## config.mk

```make
export PLATFORM = sky130hd
export DESIGN_NAME = lru_frame_replacer
export DESIGN_NICKNAME = d
export VERILOG_FILES = /design/src/rtl/core/lfr_pkg.sv /design/src/rtl/core/lfr_ctrl.sv /design/src/rtl/core/lfr_datapath.sv /design/src/rtl/core/lru_frame_replacer.sv
export SDC_FILE = /design/constraint.sdc
export NUM_CORES = 1
export LEC_CHECK = 0
export ABC_AREA = 1
export BUFFER_PORTS_ARGS = -buffer_cell sky130_fd_sc_hd__buf_4
export CORE_MARGIN = 2
export CORE_UTILIZATION = 38
export DETAILED_ROUTE_END_ITERATION = 12
export GPL_TIMING_DRIVEN = 0
export PLACE_DENSITY_LB_ADDON = 0.08
export SLEW_MARGIN = 20
export SYNTH_ARGS = -nofsm -noshare
export SYNTH_HDL_FRONTEND = slang
export SYNTH_SLANG_ARGS = --single-unit
export TNS_END_PERCENT = 5
```

## constraint.sdc

```tcl
create_clock -name i_clk -period 5 [get_ports i_clk]
set_clock_uncertainty 0.2 [all_clocks]
set_input_delay 0.75 -clock i_clk [delete_from_list [all_inputs] [get_ports i_clk]]
set_output_delay 0.75 -clock i_clk [all_outputs]
set_load 0.05 [all_outputs]
```

## src/rtl/core/lfr_pkg.sv

```systemverilog
`timescale 1ns / 1ps
`default_nettype none
// ----------------------------------------------------------------------------
// LRU frame replacer package
// Request/response types, operation and status codes, control bundles.
// ----------------------------------------------------------------------------
package lfr_pkg;

    localparam int FRAME_W = 4;   // frame_index / victim_frame width
    localparam int TOTAL_W = 5;   // evictable_total width

    // operation codes
    localparam logic [1:0] ACT_ACCESS = 2'd0;
    localparam logic [1:0] ACT_SET    = 2'd1;
    localparam logic [1:0] ACT_EVICT  = 2'd2;
    localparam logic [1:0] ACT_REMOVE = 2'd3;

    // status codes
    localparam logic [1:0] ST_OK      = 2'd0;
    localparam logic [1:0] ST_UNKNOWN = 2'd1;
    localparam logic [1:0] ST_PINNED  = 2'd2;

    typedef struct packed {
        logic [1:0]         action;
        logic [FRAME_W-1:0] frame_index;
        logic               evictable_flag;
    } t_req;

    typedef struct packed {
        logic               victim_valid;
        logic [FRAME_W-1:0] victim_frame;
        logic [1:0]         status;
        logic [TOTAL_W-1:0] evictable_total;
    } t_rsp;

    // controller -> datapath
    typedef struct packed {
        logic load;     // latch request, restart list walk
        logic scan;     // walk list looking for a match
        logic shift;    // close the gap behind the match
        logic finish;   // commit bit/count updates, load response
    } t_cmd;

    // datapath -> controller
    typedef struct packed {
        logic need_scan;  // request needs a list walk
        logic hit;        // entry on the read port matches
        logic walk_end;   // no read pending, none left to issue
    } t_sts;

endpackage : lfr_pkg
`default_nettype wire

```

## src/rtl/core/lfr_ctrl.sv

```systemverilog
`timescale 1ns / 1ps
`default_nettype none
// ----------------------------------------------------------------------------
// LRU frame replacer controller
// Sequences check, list walk, gap close and response strobe.
// ----------------------------------------------------------------------------
module lfr_ctrl
    import lfr_pkg::*;
(
    input  wire logic i_clk,
    input  wire logic i_rst_n,
    input  wire logic start,
    input  wire t_sts i_sts,
    output t_cmd      o_cmd,
    output logic      busy,
    output logic      o_rsp_valid
);

    localparam logic [2:0] S_IDLE  = 3'd0;
    localparam logic [2:0] S_CHECK = 3'd1;
    localparam logic [2:0] S_SCAN  = 3'd2;
    localparam logic [2:0] S_SHIFT = 3'd3;
    localparam logic [2:0] S_DONE  = 3'd4;

    logic [2:0] r_state;
    logic [2:0] n_state;

    always_comb begin
        n_state = r_state;
        o_cmd   = '0;
        case (r_state)
            S_IDLE: begin
                if (start) begin
                    o_cmd.load = 1'b1;
                    n_state    = S_CHECK;
                end
            end
            S_CHECK: begin
                if (i_sts.need_scan) begin
                    n_state = S_SCAN;
                end else begin
                    o_cmd.finish = 1'b1;
                    n_state      = S_DONE;
                end
            end
            S_SCAN: begin
                o_cmd.scan = 1'b1;
                if (i_sts.hit) begin
                    n_state = S_SHIFT;
                end else if (i_sts.walk_end) begin
                    o_cmd.finish = 1'b1;
                    n_state      = S_DONE;
                end
            end
            S_SHIFT: begin
                o_cmd.shift = 1'b1;
                if (i_sts.walk_end) begin
                    o_cmd.finish = 1'b1;
                    n_state      = S_DONE;
                end
            end
            S_DONE: begin
                n_state = S_IDLE;
            end
            default: begin
                n_state = S_IDLE;
            end
        endcase
    end

    always_ff @(posedge i_clk) begin
        if (!i_rst_n) begin
            r_state <= S_IDLE;
        end else begin
            r_state <= n_state;
        end
    end

    assign busy        = (r_state != S_IDLE);
    assign o_rsp_valid = (r_state == S_DONE);

endmodule : lfr_ctrl
`default_nettype wire

```

## src/rtl/core/lfr_datapath.sv

```systemverilog
`timescale 1ns / 1ps
`default_nettype none
// ----------------------------------------------------------------------------
// LRU frame replacer datapath
// Recency list memory, present/evictable bits, counters, response register.
// ----------------------------------------------------------------------------
module lfr_datapath
    import lfr_pkg::*;
#(
    parameter int FRAME_SLOTS = 16
) (
    input  wire logic i_clk,
    input  wire logic i_rst_n,
    input  wire t_req i_req,
    input  wire t_cmd i_cmd,
    output t_sts      o_sts,
    output t_rsp      o_rsp
);

    localparam int IW = $clog2(FRAME_SLOTS);
    localparam int CW = $clog2(FRAME_SLOTS + 1);

    // recency list, least recent at address 0
    logic [FRAME_W-1:0] mem [FRAME_SLOTS];

    t_req                   r_req;
    logic [FRAME_SLOTS-1:0] r_present;
    logic [FRAME_SLOTS-1:0] r_evb;
    logic [CW-1:0]          r_len;
    logic [CW-1:0]          r_cnt;
    logic [CW-1:0]          r_rd_ptr;
    logic                   r_rd_v;
    logic [IW-1:0]          r_rd_addr;
    logic [FRAME_W-1:0]     r_rd_data;
    logic                   r_found;
    logic [FRAME_W-1:0]     r_hit_frame;
    t_rsp                   r_rsp;

    logic [FRAME_SLOTS-1:0] n_present;
    logic [FRAME_SLOTS-1:0] n_evb;
    logic [CW-1:0]          n_len;
    logic [CW-1:0]          n_cnt;
    t_rsp                   n_rsp;

    logic [FRAME_W+IW-1:0] f_ext;
    logic [FRAME_W+IW-1:0] d_ext;
    logic [FRAME_W+IW-1:0] h_ext;
    logic [CW+TOTAL_W-1:0] cnt_ext;
    logic [IW-1:0]         f_idx;
    logic [IW-1:0]         d_idx;
    logic [IW-1:0]         h_idx;
    logic                  f_ok;
    logic                  present_f;
    logic                  evb_f;
    logic                  rd_en;
    logic                  hit;
    logic [CW-1:0]         len_m1;
    logic                  wr_en;
    logic [IW-1:0]         wr_addr;
    logic [FRAME_W-1:0]    wr_data;

    // frame numbers into bit-array indexes
    assign f_ext     = {{IW{1'b0}}, r_req.frame_index};
    assign d_ext     = {{IW{1'b0}}, r_rd_data};
    assign h_ext     = {{IW{1'b0}}, r_hit_frame};
    assign f_idx     = f_ext[IW-1:0];
    assign d_idx     = d_ext[IW-1:0];
    assign h_idx     = h_ext[IW-1:0];
    assign f_ok      = (f_ext < (FRAME_W+IW)'(FRAME_SLOTS));
    assign present_f = f_ok && r_present[f_idx];
    assign evb_f     = f_ok && r_evb[f_idx];
    assign len_m1    = r_len - 1'b1;

    assign rd_en = (i_cmd.scan || i_cmd.shift) && (r_rd_ptr < r_len);
    assign hit   = r_rd_v && ((r_req.action == ACT_EVICT) ? r_evb[d_idx]
                                                          : (r_rd_data == r_req.frame_index));

    always_comb begin
        case (r_req.action)
            ACT_ACCESS: o_sts.need_scan = present_f;
            ACT_EVICT:  o_sts.need_scan = (r_cnt != '0);
            ACT_REMOVE: o_sts.need_scan = present_f && evb_f;
            default:    o_sts.need_scan = 1'b0;
        endcase
        o_sts.hit      = hit;
        o_sts.walk_end = !r_rd_v && !(r_rd_ptr < r_len);
    end

    // single write port: gap close, or append at finish
    always_comb begin
        wr_en   = 1'b0;
        wr_addr = r_rd_addr - 1'b1;
        wr_data = r_rd_data;
        if (i_cmd.shift && r_rd_v) begin
            wr_en = 1'b1;
        end else if (i_cmd.finish && (r_req.action == ACT_ACCESS) && f_ok) begin
            wr_data = r_req.frame_index;
            if (present_f) begin
                wr_en   = r_found;
                wr_addr = len_m1[IW-1:0];
            end else begin
                wr_en   = 1'b1;
                wr_addr = r_len[IW-1:0];
            end
        end
    end

    // commit values for the finish step
    always_comb begin
        n_present = r_present;
        n_evb     = r_evb;
        n_len     = r_len;
        n_cnt     = r_cnt;
        n_rsp     = '0;
        n_rsp.status = ST_OK;
        case (r_req.action)
            ACT_ACCESS: begin
                if (f_ok && !present_f) begin
                    n_present[f_idx] = 1'b1;
                    n_evb[f_idx]     = 1'b0;
                    n_len            = r_len + 1'b1;
                end
            end
            ACT_SET: begin
                if (!present_f) begin
                    n_rsp.status = ST_UNKNOWN;
                end else if (evb_f != r_req.evictable_flag) begin
                    n_evb[f_idx] = r_req.evictable_flag;
                    if (r_req.evictable_flag) begin
                        n_cnt = r_cnt + 1'b1;
                    end else if (r_cnt != '0) begin
                        n_cnt = r_cnt - 1'b1;
                    end
                end
            end
            ACT_EVICT: begin
                if (r_found) begin
                    n_rsp.victim_valid = 1'b1;
                    n_rsp.victim_frame = r_hit_frame;
                    n_present[h_idx]   = 1'b0;
                    n_evb[h_idx]       = 1'b0;
                    n_len              = len_m1;
                    if (r_cnt != '0) begin
                        n_cnt = r_cnt - 1'b1;
                    end
                end
            end
            ACT_REMOVE: begin
                if (present_f && !evb_f) begin
                    n_rsp.status = ST_PINNED;
                end else if (present_f && r_found) begin
                    n_present[f_idx] = 1'b0;
                    n_evb[f_idx]     = 1'b0;
                    n_len            = len_m1;
                    if (r_cnt != '0) begin
                        n_cnt = r_cnt - 1'b1;
                    end
                end
            end
            default: begin
                n_rsp.status = ST_OK;
            end
        endcase
        cnt_ext               = {{TOTAL_W{1'b0}}, n_cnt};
        n_rsp.evictable_total = cnt_ext[TOTAL_W-1:0];
    end

    // memory ports
    always_ff @(posedge i_clk) begin
        if (wr_en) begin
            mem[wr_addr] <= wr_data;
        end
        if (rd_en) begin
            r_rd_data <= mem[r_rd_ptr[IW-1:0]];
            r_rd_addr <= r_rd_ptr[IW-1:0];
        end
    end

    // payload registers
    always_ff @(posedge i_clk) begin
        if (i_cmd.load) begin
            r_req <= i_req;
        end
        if (i_cmd.scan && hit) begin
            r_hit_frame <= r_rd_data;
        end
        if (i_cmd.finish) begin
            r_rsp <= n_rsp;
        end
    end

    // control and bookkeeping state
    always_ff @(posedge i_clk) begin
        if (!i_rst_n) begin
            r_present <= '0;
            r_evb     <= '0;
            r_len     <= '0;
            r_cnt     <= '0;
            r_rd_ptr  <= '0;
            r_rd_v    <= 1'b0;
            r_found   <= 1'b0;
        end else begin
            if (i_cmd.load) begin
                r_rd_ptr <= '0;
                r_rd_v   <= 1'b0;
                r_found  <= 1'b0;
            end else if (i_cmd.scan || i_cmd.shift) begin
                r_rd_v <= rd_en;
                if (rd_en) begin
                    r_rd_ptr <= r_rd_ptr + 1'b1;
                end
            end
            if (i_cmd.scan && hit) begin
                r_found <= 1'b1;
            end
            if (i_cmd.finish) begin
                r_present <= n_present;
                r_evb     <= n_evb;
                r_len     <= n_len;
                r_cnt     <= n_cnt;
            end
        end
    end

    assign o_rsp = r_rsp;

    // ------------------------------------------------------------------------
    // assertions
    // ------------------------------------------------------------------------
    a_len_matches_present: assert property (@(posedge i_clk) disable iff (!i_rst_n)
        $countones(r_present) == int'(r_len))
        else $error("list length differs from present frame count");

    a_cnt_matches_evb: assert property (@(posedge i_clk) disable iff (!i_rst_n)
        $countones(r_evb) == int'(r_cnt))
        else $error("evictable count differs from evictable bits");

    a_evb_subset: assert property (@(posedge i_clk) disable iff (!i_rst_n)
        (r_evb & ~r_present) == '0)
        else $error("evictable bit set on absent frame");

    a_walk_ends_in_list: assert property (@(posedge i_clk) disable iff (!i_rst_n)
        rd_en |=> (r_rd_ptr <= r_len))
        else $error("list walk ran past the list end");

endmodule : lfr_datapath
`default_nettype wire

```

## src/rtl/core/lru_frame_replacer.sv

```systemverilog
`timescale 1ns / 1ps
`default_nettype none
// ----------------------------------------------------------------------------
// LRU frame replacer with pinning
// Keeps frames in recency order with present/evictable flags; services
// access, set-evictable, evict and remove requests one at a time.
// ----------------------------------------------------------------------------
//  Channel    Signals                      Direction  Handshake
//  request    start, i_req                 in         accepted when start && !busy
//  response   o_rsp_valid, o_rsp           out        one-cycle strobe, never stalls
//
//  Flow: set, pinned/absent remove, new-frame access and an evict with
//  nothing evictable go from the check straight to the strobe. Access of
//  a present frame, evict and remove walk the list, at most FRAME_SLOTS
//  entries, one entry a cycle through its single read port. busy drops
//  the cycle after the strobe.
//  Reset: synchronous, active low; empties the list and clears all flags
//  and counts. No clearing pass: unused list entries are never read.
//  The receiver cannot stall: a response is valid for exactly one cycle.
// ----------------------------------------------------------------------------
module lru_frame_replacer
    import lfr_pkg::*;
#(
    parameter int FRAME_SLOTS = 16   // frame capacity, 2..16
) (
    input  wire logic i_clk,
    input  wire logic i_rst_n,
    input  wire logic start,
    input  wire t_req i_req,
    output logic      busy,
    output logic      o_rsp_valid,
    output t_rsp      o_rsp
);

    // command/status bundles between controller and datapath
    t_cmd cmd;
    t_sts sts;

    // controller: check -> walk (find match) -> close gap -> strobe
    lfr_ctrl u_ctrl (
        .i_clk       (i_clk),
        .i_rst_n     (i_rst_n),
        .start       (start),
        .i_sts       (sts),
        .o_cmd       (cmd),
        .busy        (busy),
        .o_rsp_valid (o_rsp_valid)
    );

    // datapath: list memory, flag arrays, counters, response register
    lfr_datapath #(
        .FRAME_SLOTS (FRAME_SLOTS)
    ) u_dp (
        .i_clk   (i_clk),
        .i_rst_n (i_rst_n),
        .i_req   (i_req),
        .i_cmd   (cmd),
        .o_sts   (sts),
        .o_rsp   (o_rsp)
    );

endmodule : lru_frame_replacer
`default_nettype wire
```

* Yosys cells after proc, flatten, opt, wreduce, memory -nomap -nowiden *
Memory sizes are Yosys's and may differ from the RTL's. A register that Yosys moved wholly into a read port is not among the register bits.
Cells that the tools add are included.

storage, ports and cells
  bits in registers = 79
  memory bits (writable) = 64
  bits of input ports = 10
  output and inout port bits = 14
  logic and storage cells = 153
  memories = 1

cells by class
  add/subtract/negate cells = 6
  order comparisons = 7
  eq/ne operators = 16
  mux-type cells = 67
  bitwise gates (word level) = 8
  reductions and logical operators = 31

memory list
  name      words  width  rd ports  clocked after memory_dff  wr ports  RTL line            RTL
  u_dp.mem  16     4      1         1                         1         lfr_datapath.sv:24  logic [FRAME_W-1:0] mem [FRAME_SLOTS];

operators with widths
  operator             number
  $mux 16              10
  $and 16x16->16       4
  $pmux 16 s4          1
  $mux 5               12
  $pmux 16 s3          1
  $not 16->16          2
  $pmux 5 s3           2
  $mux 1               21
  $lt 4x5->1 const B   4
  $mux 4               5
  $bwmux 16            1
  $or 16x16->16        1
  $add 5x1->5 const B  3
  $logic_and 1x1->1    15
  $bmux 1 s4           3
  $mux 3               4
  $pmux 3 s4           1
  $sub 5x1->5 const B  2
  $demux 1 s4          2
  $ge 4x1->1 const B   2
  $ne 2x1->1 const B   4
  $reduce_and 7->1     1
  $eq 3x2->1 const B   2
  $ne 2x2->1 const B   3
  22 further kinds     29

* Logic depth before layout (Yosys ltp) *
  word-level depth = 13
  gate-level depth with buffers = 19

* Cells and area by module *
From an unflattened synthesis, not the netlist that was laid out.

unflattened totals
  cells, all modules = 1019
  area, all modules = 8227.9 µm²

by module, submodules not included
  module        instances  cells each  area an instance (µm²)  sequential area each (µm²)
  lfr_datapath  1          982         8007.7                  3833.7
  lfr_ctrl      1          37          220.2                   60.1

* Least setup slack after synthesis *
OpenSTA, ideal clock, no wires.

  path kind = flip-flop to flip-flop
  start point = register u_dp.r_req (netlist bit u_dp.f_idx[0])
  end point = memory u_dp.mem[0][0], data pin
  arrival time = 2358 ps
  slack = 2111 ps
  cell stages (with the launch flop) = 16
  buffers on the path = 2
  path through = edfxtp_1 -> buf_4 -> nand2_1 -> nand2_1 -> nand2_1 -> nand2_1 -> nand2_1 -> nand2_1 -> nor2_2 -> nor2_1 -> nor2_1 -> nand3_2 -> nand2_4 -> nand2_4 -> buf_6 -> o21ai_0

between the ends
  longest elaborated chain between the ends = 11
  elaborated cells on any way between the ends = 19
  classes of those cells = order compare (1); eq/ne (1); mux (11); reduce/logical (6)

RTL lines
  item                                  RTL line                                RTL
  start, declared                       lfr_datapath.sv:26                      t_req r_req;
  start signal, assigned                lfr_datapath.sv:182                     r_req <= i_req;
  $bmux 1 s4 (on tied branches)         lfr_datapath.sv:70, lfr_datapath.sv:71
  $mux 1 (on tied branches)             lfr_datapath.sv:70, lfr_datapath.sv:71
  $logic_and 1x1->1 (on tied branches)  lfr_datapath.sv:70, lfr_datapath.sv:71
  $logic_and 1x1->1                     lfr_datapath.sv:82                      ACT_REMOVE: o_sts.need_scan = present_f && evb_f;
  $pmux 1 s3                            lfr_datapath.sv:79                      case (r_req.action)
  $mux 1                                lfr_ctrl.sv:39                          if (i_sts.need_scan) begin
  $pmux 1 s3                            lfr_ctrl.sv:31                          case (r_state)
  $logic_and 1x1->1 (2 in a row)        lfr_datapath.sv:96                      end else if (i_cmd.finish && (r_req.action == ACT_ACCESS) && f_ok) begin
  $mux 4 (*)                            lfr_datapath.sv:96
  $mux 4 (*)                            lfr_datapath.sv:94                      if (i_cmd.shift && r_rd_v) begin
  via u_dp.wr_data[0]                   lfr_datapath.sv:60                      logic [FRAME_W-1:0] wr_data;
  end, declared                         lfr_datapath.sv:24

Mark *: on every way through the listed nets, which the timed path passes. The rest lies on a longest branch. The select of a mux whose other input is x is not followed.

* Final worst setup path *
  start point = register u_dp.r_req (netlist bit u_dp.f_idx[0])
  end point = memory u_dp.mem[4][0], enable pin

between the ends
  longest elaborated chain between the ends = 13
  elaborated cells on any way between the ends = 25
  classes of those cells = order compare (1); eq/ne (1); mux (17); reduce/logical (6)

RTL lines
  item                                  RTL line                                RTL
  $bmux 1 s4 (on tied branches)         lfr_datapath.sv:70, lfr_datapath.sv:71
  $mux 1 (on tied branches)             lfr_datapath.sv:70, lfr_datapath.sv:71
  $logic_and 1x1->1 (on tied branches)  lfr_datapath.sv:70, lfr_datapath.sv:71
  $logic_and 1x1->1                     lfr_datapath.sv:82
  $pmux 1 s3                            lfr_datapath.sv:79
  $mux 1                                lfr_ctrl.sv:39
  $pmux 1 s3                            lfr_ctrl.sv:31
  $logic_and 1x1->1 (2 in a row)        lfr_datapath.sv:96
  $mux 1                                lfr_datapath.sv:96
  $mux 1                                lfr_datapath.sv:94
  $mux 1                                lfr_datapath.sv:170                     if (wr_en) begin
  $mux 1 (not written as such)          lfr_datapath.sv:171                     mem[wr_addr] <= wr_data;

Several ways; a longest one is shown, not always the timed one. The select of a mux whose other input is x is not followed.

==> flow_summary.json <==
{
  "cap_violations": 0,
  "drtIter0Drc": 575,
  "synth_cells": 1097,
  "period_needed_ps": 3450,
  "synth_top_area_share_pct": 34.1,
  "n_fill_cell": 2250,
  "syn_to_final_growth_pct": 13.2,
  "h-tree-depth": 4,
  "grt_pass1_vias": 7058,
  "gp_congestion": 0.904,
  "dieHeight_microns": 152,
  "grt-ovfl-total": 0,
  "die-area_sq_um": 23200,
  "setup_violations": 0,
  "netlist_top_cells_area": "edfxtp_1, dfxtp_1, nand2_1, nor2_1, o21ai_0",
  "cts_buffers": 17,
  "reg2regPathDepth": 19,
  "antenna_found_initial": 0,
  "rows": 54,
  "p_leak_nw": 3.87,
  "synth-async-reset-ratio_pct": 0,
  "cts-root-buf": "clkbuf_16",
  "synth_ff_type": "edfxtp_1",
  "p_comb_share_pct": 24.2,
  "port_buffers": 22,
  "seq_power_share_pct": 40.7,
  "ir_drop_mv": 0.192,
  "hold_violations": 0,
  "dp_cells": 1402,
  "setup_slack_ps": 1550,
  "fin_total_pwr_mw": 3.53,
  "startpoint": "u_dp.f_idx[0]",
  "cts.clk_slew.worst_paths_ps": 70,
  "grt_max_degree": 22,
  "clk_path_buf_depth": 2,
  "cp_max_fo": 10,
  "r2r_start": "u_dp.f_idx[0]",
  "core_area_sq_um": 21700,
  "fmax_ghz": 0.290,
  "status": "finished, final reports clean",
  "final_max_slew_viol_count": 0,
  "ys_ff_latch": 147,
  "synth_nets": 1118,
  "final_layout_size_suffix_gt1_share_pct": 8.58,
  "clkSinkCount": 147,
  "power_switching_share_pct": 35.2,
  "track_usage_pct": 22.0,
  "nNetsFinal": 1162,
  "crit_type": "flip-flop to flip-flop",
  "worstSetupEndpoint": "u_dp.mem[4][0]",
  "dp_hpwl_mm": 19.0,
  "n_antenna_cell": 0,
  "worstPathArrival_ps": 3340,
  "multi_input_area_sq_um": 3720,
  "ys_warn_count": 0,
  "vias": 7367,
  "mostFrequentLayoutCells": "nand2_1, nor2_1, inv_1",
  "final_antenna_net_count": 0,
  "cts_tree": "built",
  "power_switching_mw": 1.24,
  "syn_area_sq_um": 8360,
  "post_cts_buffers": 0,
  "crit_path_end_kind": "flip-flop",
  "layout.cells.non_filler": 1434,
  "synth_top_area_cell": "edfxtp_1",
  "viasPerCell": 5.14,
  "ys_seq_area_share_pct": 46.6,
  "layout.cells.most_common": "nand2_1",
  "routedWlPerCell_microns": 17.6,
  "initial_utilization_pct": 38.6,
  "regArea_sq_um": 3890,
  "avgSynthCellArea_sq_um": 7.62,
  "grt_pass1_wl_mm": 39.6,
  "totalWireLength_mm": 25.2,
  "fin_setup_tns_ps": 0,
  "min-delay-path-class": "flip-flop to flip-flop",
  "clk_latency_ps": 440,
  "drc": 0,
  "period_share_pct": 69.1,
  "relSlewSlack_pct": 39.8,
  "worst_pin_slew_ps": 899,
  "p_int_mw": 2.28,
  "chipWidth_microns": 152,
  "cts_hold_buf": 0,
  "reg2reg_to": "u_dp.mem[4][0]",
  "critPathRequiredTime_ps": 4890,
  "io_pins": 24,
  "synth_edf_count": 95,
  "firstDrtPassIters": 7,
  "rsz0062_at_grt": "false",
  "cts_resized": 0,
  "fin_area_sq_um": 9470,
  "regToRegSetupSlack_ps": 1550,
  "pre_cts_ws_ps": 1490,
  "placed_area_sq_um": 8910,
  "critPathLaunchType": "flip-flop",
  "p_clk_share_pct": 35.1,
  "p_per_area_nw_per_um2": 372,
  "ys_types": 42
}
## cells by family after synthesis
group,count (synthesis),synth area share (%)
adder cells (fa/ha/maj),11,1.65
XOR/XNOR,13,1.36
AO/OA/AOI/OAI,218,15.2
flip-flops,147,46.6
AND/OR/NAND/NOR,521,26.2
buffers and inverters,187,9.10
## area by class of cell
cell class | count | area share, %
flip-flops and latches | 147 | 41.1
multi-input cells | 763 | 39.2
inverters | 141 | 5.59
clock buffers | 18 | 4.53
well taps | 280 | 3.70
plain buffers | 46 | 2.44
repair buffers | 25 | 2.02
clock inverters | 14 | 1.36
## power by group through the flow
stage | sequential, mW | combinational, mW | clock [mW]
after CTS | 1.43 | 0.852 | 1.26
after global placement | 1.46 | 0.843 | 0
after floorplan | 1.50 | 0.557 | 0
after global routing | 1.44 | 0.954 | 1.32
after detailed placement | 1.46 | 0.850 | 0
final | 1.43 | 0.852 | 1.24
## layer usage
| layer | vias to the layer above | global-route usage, % | wire [microns] |
|---|---|---|---|
| met5 | - | 0 | 0 |
| met3 | 29 | 3.27 | 1030 |
| met2 | 195 | 38.0 | 12400 |
| li1 | 3769 | - | - |
| met1 | 3374 | 28.6 | 11300 |
| met4 | 0 | 6.94 | 488 |
## worst min path at each step
| stage | cells after the start | from | endpoint | slack [ps] |
|---|---|---|---|---|
| final | 0 | u_dp.d_idx[1] | u_dp.h_idx[1] | 260 |
| after global routing | 0 | u_dp.d_idx[1] | u_dp.h_idx[1] | 280 |
| after CTS | 0 | u_dp.d_idx[1] | u_dp.h_idx[1] | 260 |
| after detailed placement | 0 | u_dp.r_rd_ptr[2] | u_dp.r_rd_addr[2] | 250 |
| after global placement | 0 | u_dp.d_idx[1] | u_dp.h_idx[1] | 240 |
| after floorplan | 0 | u_dp.d_idx[1] | u_dp.h_idx[1] | 220 |
## worst max-delay path, cell delays in order (launching register included)
cell      delay (ps)
edfxtp_1         410
inv_2            240
buf_6            200
nand2_1           60
nand2_1           50
nand2_1           40
nand2_1           70
nand2_1           60
nand2_1          170
inv_2             50
nand2_2          120
nand3_1          180
nand3_2          150
nand2_4          120
nand2_4          130
buf_6            150
nand2_1           50
nand2_1           80
nand2_1          170
nor2_1           390
## flip-flops by register name, indices dropped and copies added, names as in the netlist, 4 cells and up
signal / cells
u_dp.r_cnt: 5
u_dp.r_len: 5
u_dp.f_idx: 4
u_dp.r_present: 16
u_dp.r_rd_addr: 4
u_dp.d_idx: 4
u_dp.r_rd_ptr: 5
u_dp.mem: 64
u_dp.h_idx: 4
u_dp.o_rsp: 12
u_dp.r_evb: 16
## Yosys cell counts (5+ instances only)
cell and instances:
clkbuf_1 29, nor3_1 5, o22ai_1 23, nor2_1 159, dfxtp_1 52, edfxtp_1 95
nand4_1 25, o21ai_0 101, o2111ai_1 7, buf_2 8, o21ai_1 10, nand2_1 266
inv_1 133, ha_1 11, o32ai_1 11, nand3_1 47, xor2_1 11, a21oi_1 40
a221oi_1 10, o211ai_1 7, buf_6 5, inv_2 7
## metrics by stage
step	util, %	hold slack (ps)
global placement	40.9	235
global route	43.7	277
finish	43.7	260
detailed placement	41.1	252
floorplan	-	224
CTS	43.7	265
No activity file was read; power rests on OpenSTA's default activity.
